File: config.mk
export PLATFORM = sky130hd
export DESIGN_NAME = in_place_sorted_array_merge_flat
export DESIGN_NICKNAME = d
export VERILOG_FILES = /design/src/design/ispm_pkg.sv /design/src/design/ispm_elem_if.sv /design/src/design/ispm_merge_if.sv /design/src/design/in_place_sorted_array_merge.sv /design/src/design/ispm_regs.sv /design/src/design/ispm_ram.sv /design/src/design/ispm_cmpx.sv /design/src/design/ispm_seq.sv /design/src/flat_wrapper.sv
export SDC_FILE = /design/constraint.sdc
export NUM_CORES = 2
export LEC_CHECK = 0
export ABC_CLOCK_PERIOD_IN_PS = 8200
export BUFFER_PORTS_ARGS = -buffer_cell sky130_fd_sc_hd__buf_2
export CAP_MARGIN = 20
export CORE_MARGIN = 1
export CORE_UTILIZATION = 45
export CTS_BUF_LIST = sky130_fd_sc_hd__clkbuf_2
export DETAILED_ROUTE_END_ITERATION = 6
export HOLD_SLACK_MARGIN = 0.08
export PLACE_DENSITY = 0.62
export RECOVER_POWER = 100
export SLEW_MARGIN = 5
export SYNTH_ARGS = -nofsm -noshare
export SYNTH_HDL_FRONTEND = slang
export SYNTH_HIERARCHICAL = 1
export SYNTH_SLANG_ARGS = --single-unit
File: constraint.sdc
create_clock -name clk -period 8.2 [get_ports clk]
set_input_delay 1.23 -clock clk [delete_from_list [all_inputs] [get_ports clk]]
set_output_delay 1.23 -clock clk [all_outputs]
set_load 0.005 [all_outputs]
File: src/design/ispm_pkg.sv
// ----------------------------------------------------------------------------
// ispm_pkg: shared types and constants for the in-place sorted array merge
// Sizes of the element store, APB register map, the count clamp and the
// structs that travel between the sequencer, the register file and the RAM.
// ----------------------------------------------------------------------------
package ispm_pkg;

  localparam int ARRAY_DEPTH = 32;
  localparam int IDX_W       = $clog2(ARRAY_DEPTH);
  localparam int ADDR_W      = IDX_W + 1;
  localparam int CNT_W       = $clog2(ARRAY_DEPTH + 1);
  localparam int LOAD_W      = $clog2(2 * ARRAY_DEPTH + 1);
  localparam int DATA_W      = 32;
  localparam int CFG_W       = 6;
  localparam int APB_DW      = 32;
  localparam int PADDR_W     = 3;
  localparam int REG_SEL_BIT = 2;

  localparam logic [CFG_W-1:0] COUNT_RESET = CFG_W'(ARRAY_DEPTH);

  typedef enum logic {
    REG_FIRST_COUNT  = 1'b0,
    REG_SECOND_COUNT = 1'b1
  } reg_sel_t;

  typedef logic signed [DATA_W-1:0] data_t;

  typedef struct packed {
    logic [CNT_W-1:0] first_n;
    logic [CNT_W-1:0] second_n;
  } count_cfg_t;

  typedef struct packed {
    logic              we;
    logic [ADDR_W-1:0] waddr;
    data_t             wdata;
    logic [ADDR_W-1:0] raddr_a;
    logic [ADDR_W-1:0] raddr_b;
  } ram_req_t;

  // A count of zero means one element; anything above the store depth is cut to it.
  function automatic logic [CNT_W-1:0] clamp_count(input logic [CFG_W-1:0] c);
    logic [CNT_W-1:0] r;
    if (c == '0) begin
      r = CNT_W'(1);
    end else if (c > CFG_W'(ARRAY_DEPTH)) begin
      r = CNT_W'(ARRAY_DEPTH);
    end else begin
      r = CNT_W'(c);
    end
    return r;
  endfunction

endpackage

File: src/design/ispm_elem_if.sv
// ----------------------------------------------------------------------------
// ispm_elem_if: element input channel
// Valid/ready channel that carries one signed element per request.
// ----------------------------------------------------------------------------
interface ispm_elem_if;
  import ispm_pkg::*;

  logic  valid;
  logic  ready;
  data_t element_value;

  modport source (output valid, output element_value, input ready);
  modport sink (input valid, input element_value, output ready);

endinterface

File: src/design/ispm_merge_if.sv
// ----------------------------------------------------------------------------
// ispm_merge_if: merged result channel
// Valid/ready channel that carries one merged element and its last flag.
// ----------------------------------------------------------------------------
interface ispm_merge_if;
  import ispm_pkg::*;

  logic  valid;
  logic  ready;
  data_t merged_value;
  logic  last_flag;

  modport source (output valid, output merged_value, output last_flag, input ready);
  modport sink (input valid, input merged_value, input last_flag, output ready);

endinterface

File: src/design/in_place_sorted_array_merge.sv
// ----------------------------------------------------------------------------
// in_place_sorted_array_merge: in-place merge of two sorted arrays
// Loads the first then the second sorted array, merges them in place with
// a cross compare and gap passes, and streams the merged result out.
// ----------------------------------------------------------------------------
//  channel   dir   handshake       payload
//  element   in    valid/ready     element_value (s32)
//  merged    out   valid/ready     merged_value (s32), last_flag
//  apb       in    psel/penable    first_count @0x0, second_count @0x4
//
// Loading takes one request per cycle. After the last element, each
// compare-exchange passes a read state and a compare state, plus a high write
// when the pair swaps, since every pair goes through the one dual-read store
// and the one comparator. Each result then passes a store read state, then a present state, plus stalls.
// No element is taken from the final one loaded until the last result goes.
// Synchronous reset sets both counts to 32 and empties the load; the store
// is not cleared. A result held by a low ready stays in place.
// ----------------------------------------------------------------------------
module in_place_sorted_array_merge (
  input  logic                          clk,
  input  logic                          rst,
  input  logic                          psel,
  input  logic                          penable,
  input  logic                          pwrite,
  input  logic [ispm_pkg::PADDR_W-1:0]  paddr,
  input  logic [ispm_pkg::APB_DW-1:0]   pwdata,
  output logic [ispm_pkg::APB_DW-1:0]   prdata,
  output logic                          pready,
  ispm_elem_if.sink                     element,
  ispm_merge_if.source                  merged
);
  import ispm_pkg::*;

  count_cfg_t counts;
  ram_req_t   ram_req;
  data_t      rdata_a, rdata_b;
  data_t      lo_val, hi_hold;
  logic       swap, cmp_capture;

  ispm_regs u_regs (
    .clk     (clk),
    .rst     (rst),
    .psel    (psel),
    .penable (penable),
    .pwrite  (pwrite),
    .paddr   (paddr),
    .pwdata  (pwdata),
    .prdata  (prdata),
    .pready  (pready),
    .counts  (counts)
  );

  ispm_ram u_ram (
    .clk     (clk),
    .req     (ram_req),
    .rdata_a (rdata_a),
    .rdata_b (rdata_b)
  );

  ispm_cmpx u_cmpx (
    .clk     (clk),
    .capture (cmp_capture),
    .a_val   (rdata_a),
    .b_val   (rdata_b),
    .swap    (swap),
    .lo_val  (lo_val),
    .hi_hold (hi_hold)
  );

  ispm_seq u_seq (
    .clk         (clk),
    .rst         (rst),
    .element     (element),
    .merged      (merged),
    .counts      (counts),
    .ram_req     (ram_req),
    .rdata_a     (rdata_a),
    .swap        (swap),
    .lo_val      (lo_val),
    .hi_hold     (hi_hold),
    .cmp_capture (cmp_capture)
  );

  // Loading and emitting never overlap.
  a_no_overlap: assert property (@(posedge clk) disable iff (rst)
    element.ready |-> !merged.valid)
    else $error("input ready while a result is offered");

  // Taking the last result hands the block straight back to loading.
  a_last_returns: assert property (@(posedge clk) disable iff (rst)
    (merged.valid && merged.ready && merged.last_flag) |=> element.ready)
    else $error("block not ready for loading after the last result");

  // The store is written only by a load request or by the compare unit; the check covers the load side only.
  a_write_source: assert property (@(posedge clk) disable iff (rst)
    ram_req.we |-> ((element.valid && element.ready) || cmp_capture || !element.ready))
    else $error("store written outside load or merge");

endmodule

File: src/design/ispm_regs.sv
// ----------------------------------------------------------------------------
// ispm_regs: APB configuration registers
// Holds the two array sizes and hands the clamped counts to the sequencer.
// ----------------------------------------------------------------------------
module ispm_regs (
  input  logic                          clk,
  input  logic                          rst,
  input  logic                          psel,
  input  logic                          penable,
  input  logic                          pwrite,
  input  logic [ispm_pkg::PADDR_W-1:0]  paddr,
  input  logic [ispm_pkg::APB_DW-1:0]   pwdata,
  output logic [ispm_pkg::APB_DW-1:0]   prdata,
  output logic                          pready,
  output ispm_pkg::count_cfg_t          counts
);
  import ispm_pkg::*;

  logic [CFG_W-1:0] first_count;
  logic [CFG_W-1:0] second_count;
  logic             wr_en;
  reg_sel_t         sel;

  assign pready = 1'b1;
  assign wr_en  = psel && penable && pwrite && pready;
  assign sel    = reg_sel_t'(paddr[REG_SEL_BIT]);

  always_ff @(posedge clk) begin
    if (rst) begin
      first_count  <= COUNT_RESET;
      second_count <= COUNT_RESET;
    end else if (wr_en) begin
      unique case (sel)
        REG_FIRST_COUNT:  first_count  <= pwdata[CFG_W-1:0];
        REG_SECOND_COUNT: second_count <= pwdata[CFG_W-1:0];
      endcase
    end
  end

  always_comb begin
    unique case (sel)
      REG_FIRST_COUNT:  prdata = APB_DW'(first_count);
      REG_SECOND_COUNT: prdata = APB_DW'(second_count);
    endcase
  end

  assign counts.first_n  = clamp_count(first_count);
  assign counts.second_n = clamp_count(second_count);

endmodule

File: src/design/ispm_ram.sv
// ----------------------------------------------------------------------------
// ispm_ram: element store
// One write port and two registered read ports. The first array sits in
// the lower half, the second array in the upper half.
// ----------------------------------------------------------------------------
module ispm_ram (
  input  logic               clk,
  input  ispm_pkg::ram_req_t req,
  output ispm_pkg::data_t    rdata_a,
  output ispm_pkg::data_t    rdata_b
);
  import ispm_pkg::*;

  data_t mem [0:2*ARRAY_DEPTH-1];

  always_ff @(posedge clk) begin
    if (req.we) begin
      mem[req.waddr] <= req.wdata;
    end
    rdata_a <= mem[req.raddr_a];
    rdata_b <= mem[req.raddr_b];
  end

endmodule

File: src/design/ispm_cmpx.sv
// ----------------------------------------------------------------------------
// ispm_cmpx: compare-exchange unit
// Signed compare of a pair; gives the smaller value and keeps the larger
// one for the second write of a swap.
// ----------------------------------------------------------------------------
module ispm_cmpx (
  input  logic            clk,
  input  logic            capture,
  input  ispm_pkg::data_t a_val,
  input  ispm_pkg::data_t b_val,
  output logic            swap,
  output ispm_pkg::data_t lo_val,
  output ispm_pkg::data_t hi_hold
);
  import ispm_pkg::*;

  assign swap   = a_val > b_val;
  assign lo_val = swap ? b_val : a_val;

  // On a swap the larger value is the old first one; it is written in the following cycle.
  always_ff @(posedge clk) begin
    if (capture) begin
      hi_hold <= a_val;
    end
  end

endmodule

File: src/design/ispm_seq.sv
// ----------------------------------------------------------------------------
// ispm_seq: load, merge and emit sequencer
// Loads elements into the store, walks the cross compare and the gap
// passes pair by pair through the shared compare unit, then streams out.
// ----------------------------------------------------------------------------
module ispm_seq (
  input  logic                 clk,
  input  logic                 rst,
  ispm_elem_if.sink            element,
  ispm_merge_if.source         merged,
  input  ispm_pkg::count_cfg_t counts,
  output ispm_pkg::ram_req_t   ram_req,
  input  ispm_pkg::data_t      rdata_a,
  input  logic                 swap,
  input  ispm_pkg::data_t      lo_val,
  input  ispm_pkg::data_t      hi_hold,
  output logic                 cmp_capture
);
  import ispm_pkg::*;

  localparam int SUM_W = CNT_W + 1;

  typedef enum logic [5:0] {
    ST_LOAD  = 6'b000001,
    ST_READ  = 6'b000010,
    ST_CMP   = 6'b000100,
    ST_WRHI  = 6'b001000,
    ST_EREAD = 6'b010000,
    ST_EOUT  = 6'b100000
  } state_t;

  typedef enum logic [2:0] {
    PH_CROSS = 3'b001,
    PH_GAP1  = 3'b010,
    PH_GAP2  = 3'b100
  } phase_t;

  function automatic logic [IDX_W-1:0] half_up(input logic [CNT_W-1:0] x);
    logic [SUM_W-1:0] s;
    s = SUM_W'(x) + SUM_W'(1);
    return IDX_W'(s >> 1);
  endfunction

  state_t            state;
  phase_t            phase, phase_next;
  logic [LOAD_W-1:0] load_count;
  logic [IDX_W-1:0]  k, k_next;
  logic [IDX_W-1:0]  gap, gap_next;
  logic              e_bank;
  logic [IDX_W-1:0]  e_idx;

  logic [CNT_W-1:0]  n, m, lo_cnt, cur_cnt, cross_idx;
  logic [LOAD_W-1:0] total, load_inc, load_off;
  logic [ADDR_W-1:0] load_addr, addr_a, addr_b, emit_addr;
  logic [SUM_W-1:0]  k_inc, far_inc, e_inc;
  logic [IDX_W-1:0]  k_far;
  logic              accept_in, store_en, load_done, pass_more, pairs_done;
  logic              first_done, out_take, is_last;

  assign n      = counts.first_n;
  assign m      = counts.second_n;
  assign lo_cnt = (m < n) ? m : n;
  assign total  = LOAD_W'(n) + LOAD_W'(m);

  assign element.ready = (state == ST_LOAD);
  assign accept_in     = element.valid && element.ready;
  assign load_inc      = load_count + LOAD_W'(1);
  // A load that already reached the total (counts shrank) merges on the next request.
  assign store_en      = accept_in && (load_count < total);
  assign load_done     = load_inc >= total;
  assign load_off      = load_count - LOAD_W'(n);
  assign load_addr     = (load_count < LOAD_W'(n)) ? {1'b0, load_count[IDX_W-1:0]}
                                                   : {1'b1, load_off[IDX_W-1:0]};

  // Pair addresses for the current compare-exchange.
  assign cross_idx = n - CNT_W'(1) - CNT_W'(k);
  assign k_inc     = SUM_W'(k) + SUM_W'(1);
  assign k_far     = IDX_W'(SUM_W'(k) + SUM_W'(gap));
  assign far_inc   = k_inc + SUM_W'(gap);
  assign cur_cnt   = (phase == PH_GAP1) ? n : m;
  assign pass_more = far_inc < SUM_W'(cur_cnt);

  always_comb begin
    unique case (phase)
      PH_CROSS: begin
        addr_a = {1'b0, cross_idx[IDX_W-1:0]};
        addr_b = {1'b1, k};
      end
      PH_GAP1: begin
        addr_a = {1'b0, k};
        addr_b = {1'b0, k_far};
      end
      PH_GAP2: begin
        addr_a = {1'b1, k};
        addr_b = {1'b1, k_far};
      end
      default: begin
        addr_a = '0;
        addr_b = '0;
      end
    endcase
  end

  // Step to the next pair: next index, next gap, next array, or done.
  always_comb begin
    phase_next = phase;
    k_next     = k;
    gap_next   = gap;
    pairs_done = 1'b0;
    unique case (phase)
      PH_CROSS: begin
        if (k_inc < SUM_W'(lo_cnt)) begin
          k_next = k_inc[IDX_W-1:0];
        end else if (n > CNT_W'(1)) begin
          phase_next = PH_GAP1;
          k_next     = '0;
          gap_next   = half_up(n);
        end else if (m > CNT_W'(1)) begin
          phase_next = PH_GAP2;
          k_next     = '0;
          gap_next   = half_up(m);
        end else begin
          pairs_done = 1'b1;
        end
      end
      PH_GAP1: begin
        if (pass_more) begin
          k_next = k_inc[IDX_W-1:0];
        end else if (gap != IDX_W'(1)) begin
          k_next   = '0;
          gap_next = half_up(CNT_W'(gap));
        end else if (m > CNT_W'(1)) begin
          phase_next = PH_GAP2;
          k_next     = '0;
          gap_next   = half_up(m);
        end else begin
          pairs_done = 1'b1;
        end
      end
      PH_GAP2: begin
        if (pass_more) begin
          k_next = k_inc[IDX_W-1:0];
        end else if (gap != IDX_W'(1)) begin
          k_next   = '0;
          gap_next = half_up(CNT_W'(gap));
        end else begin
          pairs_done = 1'b1;
        end
      end
      default: begin
        pairs_done = 1'b1;
      end
    endcase
  end

  // Result stream.
  assign emit_addr  = {e_bank, e_idx};
  assign e_inc      = SUM_W'(e_idx) + SUM_W'(1);
  assign first_done = !e_bank && (e_inc == SUM_W'(n));
  assign is_last    = e_bank && (e_inc == SUM_W'(m));
  assign out_take   = merged.valid && merged.ready;

  assign merged.valid        = (state == ST_EOUT);
  assign merged.merged_value = rdata_a;
  assign merged.last_flag    = is_last;

  assign cmp_capture = (state == ST_CMP);

  always_comb begin
    ram_req.we      = store_en || ((state == ST_CMP) && swap) || (state == ST_WRHI);
    ram_req.waddr   = load_addr;
    ram_req.wdata   = element.element_value;
    if (state == ST_CMP) begin
      ram_req.waddr = addr_a;
      ram_req.wdata = lo_val;
    end else if (state == ST_WRHI) begin
      ram_req.waddr = addr_b;
      ram_req.wdata = hi_hold;
    end
    ram_req.raddr_a = ((state == ST_EREAD) || (state == ST_EOUT)) ? emit_addr : addr_a;
    ram_req.raddr_b = addr_b;
  end

  always_ff @(posedge clk) begin
    if (rst) begin
      state      <= ST_LOAD;
      phase      <= PH_CROSS;
      load_count <= '0;
      k          <= '0;
      gap        <= '0;
      e_bank     <= 1'b0;
      e_idx      <= '0;
    end else begin
      unique case (state) inside
        ST_LOAD: begin
          if (accept_in && load_done) begin
            load_count <= '0;
            phase      <= PH_CROSS;
            k          <= '0;
            state      <= ST_READ;
          end else if (store_en) begin
            load_count <= load_inc;
          end
        end
        ST_READ: begin
          state <= ST_CMP;
        end
        ST_CMP, ST_WRHI: begin
          if ((state == ST_CMP) && swap) begin
            state <= ST_WRHI;
          end else if (pairs_done) begin
            e_bank <= 1'b0;
            e_idx  <= '0;
            state  <= ST_EREAD;
          end else begin
            phase <= phase_next;
            k     <= k_next;
            gap   <= gap_next;
            state <= ST_READ;
          end
        end
        ST_EREAD: begin
          state <= ST_EOUT;
        end
        ST_EOUT: begin
          if (out_take) begin
            if (is_last) begin
              state <= ST_LOAD;
            end else begin
              if (first_done) begin
                e_bank <= 1'b1;
                e_idx  <= '0;
              end else begin
                e_idx <= e_inc[IDX_W-1:0];
              end
              state <= ST_EREAD;
            end
          end
        end
        default: begin
          state <= ST_LOAD;
        end
      endcase
    end
  end

endmodule
File: src/flat_wrapper.sv
// flat-port wrapper written by rule: the top's interface ports become plain ports
module in_place_sorted_array_merge_flat import ispm_pkg::*;
  (clk, rst, psel, penable, pwrite, paddr, pwdata, prdata, pready, element_valid, element_element_value, element_ready, merged_valid, merged_merged_value, merged_last_flag, merged_ready);
  ispm_elem_if element_i ();
  ispm_merge_if merged_i ();
  input  logic clk;
  input  logic rst;
  input  logic psel;
  input  logic penable;
  input  logic pwrite;
  input  logic [ispm_pkg::PADDR_W-1:0] paddr;
  input  logic [ispm_pkg::APB_DW-1:0] pwdata;
  output logic [ispm_pkg::APB_DW-1:0] prdata;
  output logic pready;
  input wire logic [$bits(element_i.valid)-1:0] element_valid;
  input wire logic [$bits(element_i.element_value)-1:0] element_element_value;
  output wire logic [$bits(element_i.ready)-1:0] element_ready;
  output wire logic [$bits(merged_i.valid)-1:0] merged_valid;
  output wire logic [$bits(merged_i.merged_value)-1:0] merged_merged_value;
  output wire logic [$bits(merged_i.last_flag)-1:0] merged_last_flag;
  input wire logic [$bits(merged_i.ready)-1:0] merged_ready;
  assign element_i.valid = element_valid;
  assign element_i.element_value = element_element_value;
  assign element_ready = element_i.ready;
  assign merged_valid = merged_i.valid;
  assign merged_merged_value = merged_i.merged_value;
  assign merged_last_flag = merged_i.last_flag;
  assign merged_i.ready = merged_ready;
  in_place_sorted_array_merge u_core (.clk(clk), .rst(rst), .psel(psel), .penable(penable), .pwrite(pwrite), .paddr(paddr), .pwdata(pwdata), .prdata(prdata), .pready(pready), .element(element_i), .merged(merged_i));
endmodule
# Yosys cells after proc, flatten, opt, wreduce, memory -nomap -nowiden
# Memory sizes are Yosys's and may differ from the RTL's. A register that Yosys moved wholly into a read port is not among the register bits.
# Index checks and enable logic that the tools add are counted.
# totals
wordCells	169
n_memories	1
reg_bits	76
mem_bits_rw	2048
# mem_list
memory	depth	word_bits	rd	rd_ports_with_merged_regs	wr	line_no	source
u_core.u_ram.mem	64	32	2	2	1	ispm_ram.sv:14	data_t mem [0:2*ARRAY_DEPTH-1];
# classes
n_reduce_logical	29
eq_ne	29
bitwise_logic	3
mux	74
magnitude_cmp	11
addsub	12
# ops
cell	n
$mux 5	25
$mux 38	2
$pmux 32 s2	1
$mux 6	10
$pmux 6 s3	2
$gt 32x32->1	1
$mux 32	1
$pmux 5 s3	2
$pmux 6 s5	1
$mux 3	8
$pmux 5 s2	2
$add 5x1->6 const B	3
$ne 2x2->1 const B	8
$reduce_and 8->1	2
$lt 7x6->1	2
$mux 1	14
$mux 7	2
$add 6x1->6 const B	2
$eq 6x6->1	2
$gt 6x1->1 const B	2
$gt 6x6->1 const B	2
$logic_not 6->1	2
$lt 6x6->1	2
$pmux 3 s2	2
35 further kinds	58

# Longest topological paths before layout
# depth
ltp_word	11
ltp_mapped	21

# Modules after synthesis
# The synthesis kept the hierarchy.
# by_module_without_submodules
module	area_per_inst_um2	seq_area_each_um2	n_inst	cells_each
ispm_ram	95715.5	62780.2	1	4409
ispm_seq	5560.3	640.6	1	777
ispm_cmpx	3032.9	960.9	1	334
ispm_regs	878.3	240.2	1	99

# Worst setup path before layout
# Ideal clock, no wire load.
# synth_timing
path_kind	register -> register
startpoint	register u_core.u_regs.first_count[1]
endpoint	memory u_core/u_ram/mem[49][0] in the netlist's numbering, enable pin
n_path_buf	0
period_less_slack_ns	6.462
setup_slack_ns	1.738
required_ns	7.739
stages_incl_launch_ff	16
arrival_ns	6.001
setup_ns	0.461
path_cell_list	dfxtp_1 -> or4_1 -> a21oi_1 -> ha_1 -> fa_1 -> inv_1 -> ha_1 -> nor2b_1 -> o21a_1 -> o21a_1 -> o21ai_0 -> a21oi_1 -> nor2_1 -> or3_1 -> nand4_1 -> nor3_1
# synth_lines
item	line_no	source
from (decl)	ispm_regs.sv:19	logic [CFG_W-1:0] first_count;
from (signal assigned)	ispm_regs.sv:34	REG_FIRST_COUNT: first_count <= pwdata[CFG_W-1:0];
to (decl)	ispm_ram.sv:14	

==> flow_summary.ini <==
[run_status]
status = finished with violations
violations = max-capacitance violations, max-slew violations

[synthesis]
syn_inst = 5619
synth-seq-area-share_pct = 61.4
synth-warning-count = 6
synth_top_family_by_area = multiplexers
synthMuxAreaShare_pct = 27.1
synth_xor_area_share_pct = 0.400
synth-seq-cells = 2188
dominantRegCellSynth = edfxtp_1
synth_edf_count = 2080
syn_avg_cell_area_um2 = 18.7
synthArstFlopShare_pct = 0
synthSimpleGateAreaFrac_pct = 2.93
synth_compound_area_share_pct = 4.13
syn_area_um2 = 105000
synthAdderAreaFrac_pct = 1.26
netlist-cell-type-count = 96

[cts]
clock_sinks = 2188
clk_path_buf_depth = 4
root_buffer = clkbuf_2
cts_buffers = 587
path_clk_slew_ps = 100
cts_tree = built
cts_max_level = 6
clk_latency_ps = 1960

[critical_path]
startpoint_type = register
worstPathArrival_ps = 9280
critical_path.endpoint_type = register
crit_fanout = 35
worstPathRequired_ps = 9910
worstSetupPathType = reg2reg

[grt]
grt_pass1_wl_um = 454000
grt_max_degree = 109
grt_pass1_vias = 62900
grt_overflow_total = 0
antenna_found_initial = 30
grt_usage_pct = 27.0

[detailed_routing]
dr_total_vias = 62200
route.detailed.drc = 0
dr.pass1.iters = 5
totalWireLength_um = 318000
postRouteAntennaNets = 0
wl_per_cell_um = 33.2
drtIter0Drc = 8100
via_per_inst = 6.49

[placement]
globalplace.congestion = 0.873
port_buffers = 86
hpwlAfterDp_um = 197000
post_dp_cell_area_um2 = 110000

[timing]
finClkSkew_ps = 153
fin_crit_sh_pct = 92.3
fmax_mhz = 132
maxSlewHeadroom_pct = -134
fin_crit_ps = 7570
tightestPinTransition_ps = 3520
whs_ps = 367
setup_tns_ps = 0
slew_viol_final = 2902
hold_viol = 0
rsz0062_at_grt = false
setup_viol = 0

[finish]
final_util_pct = 49.5
syn_to_final_growth_pct = 9.32
nets = 6296
drive_gt1_share_pct = 36.2
final_area_um2 = 115000

[hold_path]
holdCritPathClass = in2reg

[die]
coreArea_um2 = 233000
dieWidth_um = 485
io_pins = 142
die_area_um2 = 236000
die_y_um = 485
rows = 177
initial_core_util_pct = 45.2

[power]
total_power_mw = 22.2
ir_drop_mv = 0.156
power_density_nw_per_um2 = 193
leakage_nw = 37.7

[run]
maxCapViolations = 61
cell usage in the layout, fill, tap and decap left out, drive strengths merged, types with 96 or more instances in the layout:
master	Yosys	routed
edfxtp	2080	2080
mux4	1124	1124
clkbuf	171	979
mux2i	272	272
nand2	235	235
nor2	184	184
buf	306	161
clkinv	3	127
o21ai	124	124
a21oi	116	116
dfxtp	108	108
ha	98	98
a22oi	96	96
synthesized netlist by cell type (22+ instances only):
cell type	count	share of area, %
mux2i_1	272	2.6
nand2_1	235	0.84
nand2b_1	28	0.17
o21ai_0	100	0.48
inv_1	77	0.27
nor4_1	36	0.21
o21ai_1	22	0.10
buf_2	119	0.57
mux4_2	1124	24
o211ai_1	31	0.22
buf_4	135	0.96
buf_1	33	0.12
edfxtp_1	2080	59
a21oi_1	113	0.54
nand3_1	30	0.14
a31oi_1	35	0.21
a22oi_1	96	0.69
clkbuf_1	168	0.60
nor2b_1	38	0.23
a311o_1	31	0.29
dfxtp_1	108	2.1
xnor2_1	36	0.30
o22ai_1	62	0.37
nor2_1	183	0.65
ha_1	98	1.2
mux2_2	38	0.41
final timing paths:
check | start | endpoint | slack [ps] | cells past startpoint
max | u_core/u_regs/first_count[5] | u_core/u_ram/rdata_a[24] | 630 | 11
min | psel | u_core/u_regs/first_count[4] | 370 | 4
max reg2reg | u_core/u_regs/first_count[5] | u_core/u_ram/rdata_a[24] | 630 | 11
min reg2reg | u_core/u_regs/first_count[3] | u_core/u_regs/first_count[3] | 520 | 2
kinds of logic after synthesis:
logic type | count (synthesis)
flip-flops | 2188
multiplexers | 1434
AND/OR/NAND/NOR | 649
AO/OA/AOI/OAI | 638
buffers and inverters | 557
adder cells (fa/ha/maj) | 103
XOR/XNOR | 48
other | 2
what timing repair did:
| item | 4_1_cts | 5_1_grt |
|---|---|---|
| buffers inserted | 0 | 0 |
| hold buffers | 63 | 0 |
| hold endpoints to repair | 1374 | 0 |
| gates resized for setup | 0 | 0 |
through the flow:
stage / setup WS, ps / cells
finish: 631 / 9577
global route: 448 / 9565
CTS: 1470 / 9557
detailed placement: 1590 / 8505
global placement: 1550 / 8504
floorplan: 1740 / 5644
power by group:
part	switching [mW]	leakage, nW	internal (mW)
Combinational	1.35	14.2	0.854
Sequential	0.115	19.6	12.3
Clock	4.58	3.88	3.00
area by class of cell:
| type | instances | area (um2) |
|---|---|---|
| sequential | 2188 | 64600 |
| clock buffer | 840 | 4200 |
| clock inverter | 149 | 818 |
| tap | 3043 | 3810 |
| multi-input combinational | 2899 | 38600 |
| timing repair buffer | 363 | 2560 |
| fill | 19400 | 118000 |
| antenna | 15 | 37.5 |
| inverter | 80 | 300 |
per-layer routing:
metal	share of wire (%)	GRT usage, %	vias up
li1	-	-	25100
met3	11	7.01	487
met1	39	37.6	32900
met2	47	41.7	3636
met5	0.033	0	-
met4	2.4	8.07	18
critical path, cell delays in order, from the launching register on:
cell and delay [ps]:
dfxtp_1 500, nor2b_1 700, inv_1 330, fa_1 550, nor2_1 120, a21oi_1 120, a21oi_1 2050, clkbuf_2 1170
mux4_2 460, mux4_2 540, o22ai_1 460, a21oi_1 270
flip-flops by register name (all words and copies together), names as in the netlist, 5 cells and up:
register,flops
u_core/u_seq/k,5
u_core/u_ram/mem,2048
u_core/u_ram/rdata_a,32
u_core/u_cmpx/hi_hold,32
u_core/u_regs/first_count,6
u_core/u_seq/state,6
u_core/u_seq/load_count,7
u_core/u_ram/rdata_b,32
u_core/u_regs/second_count,6
u_core/u_seq/e_idx,5
u_core/u_seq/gap,5
No activity file was read; power rests on OpenSTA's default activity.
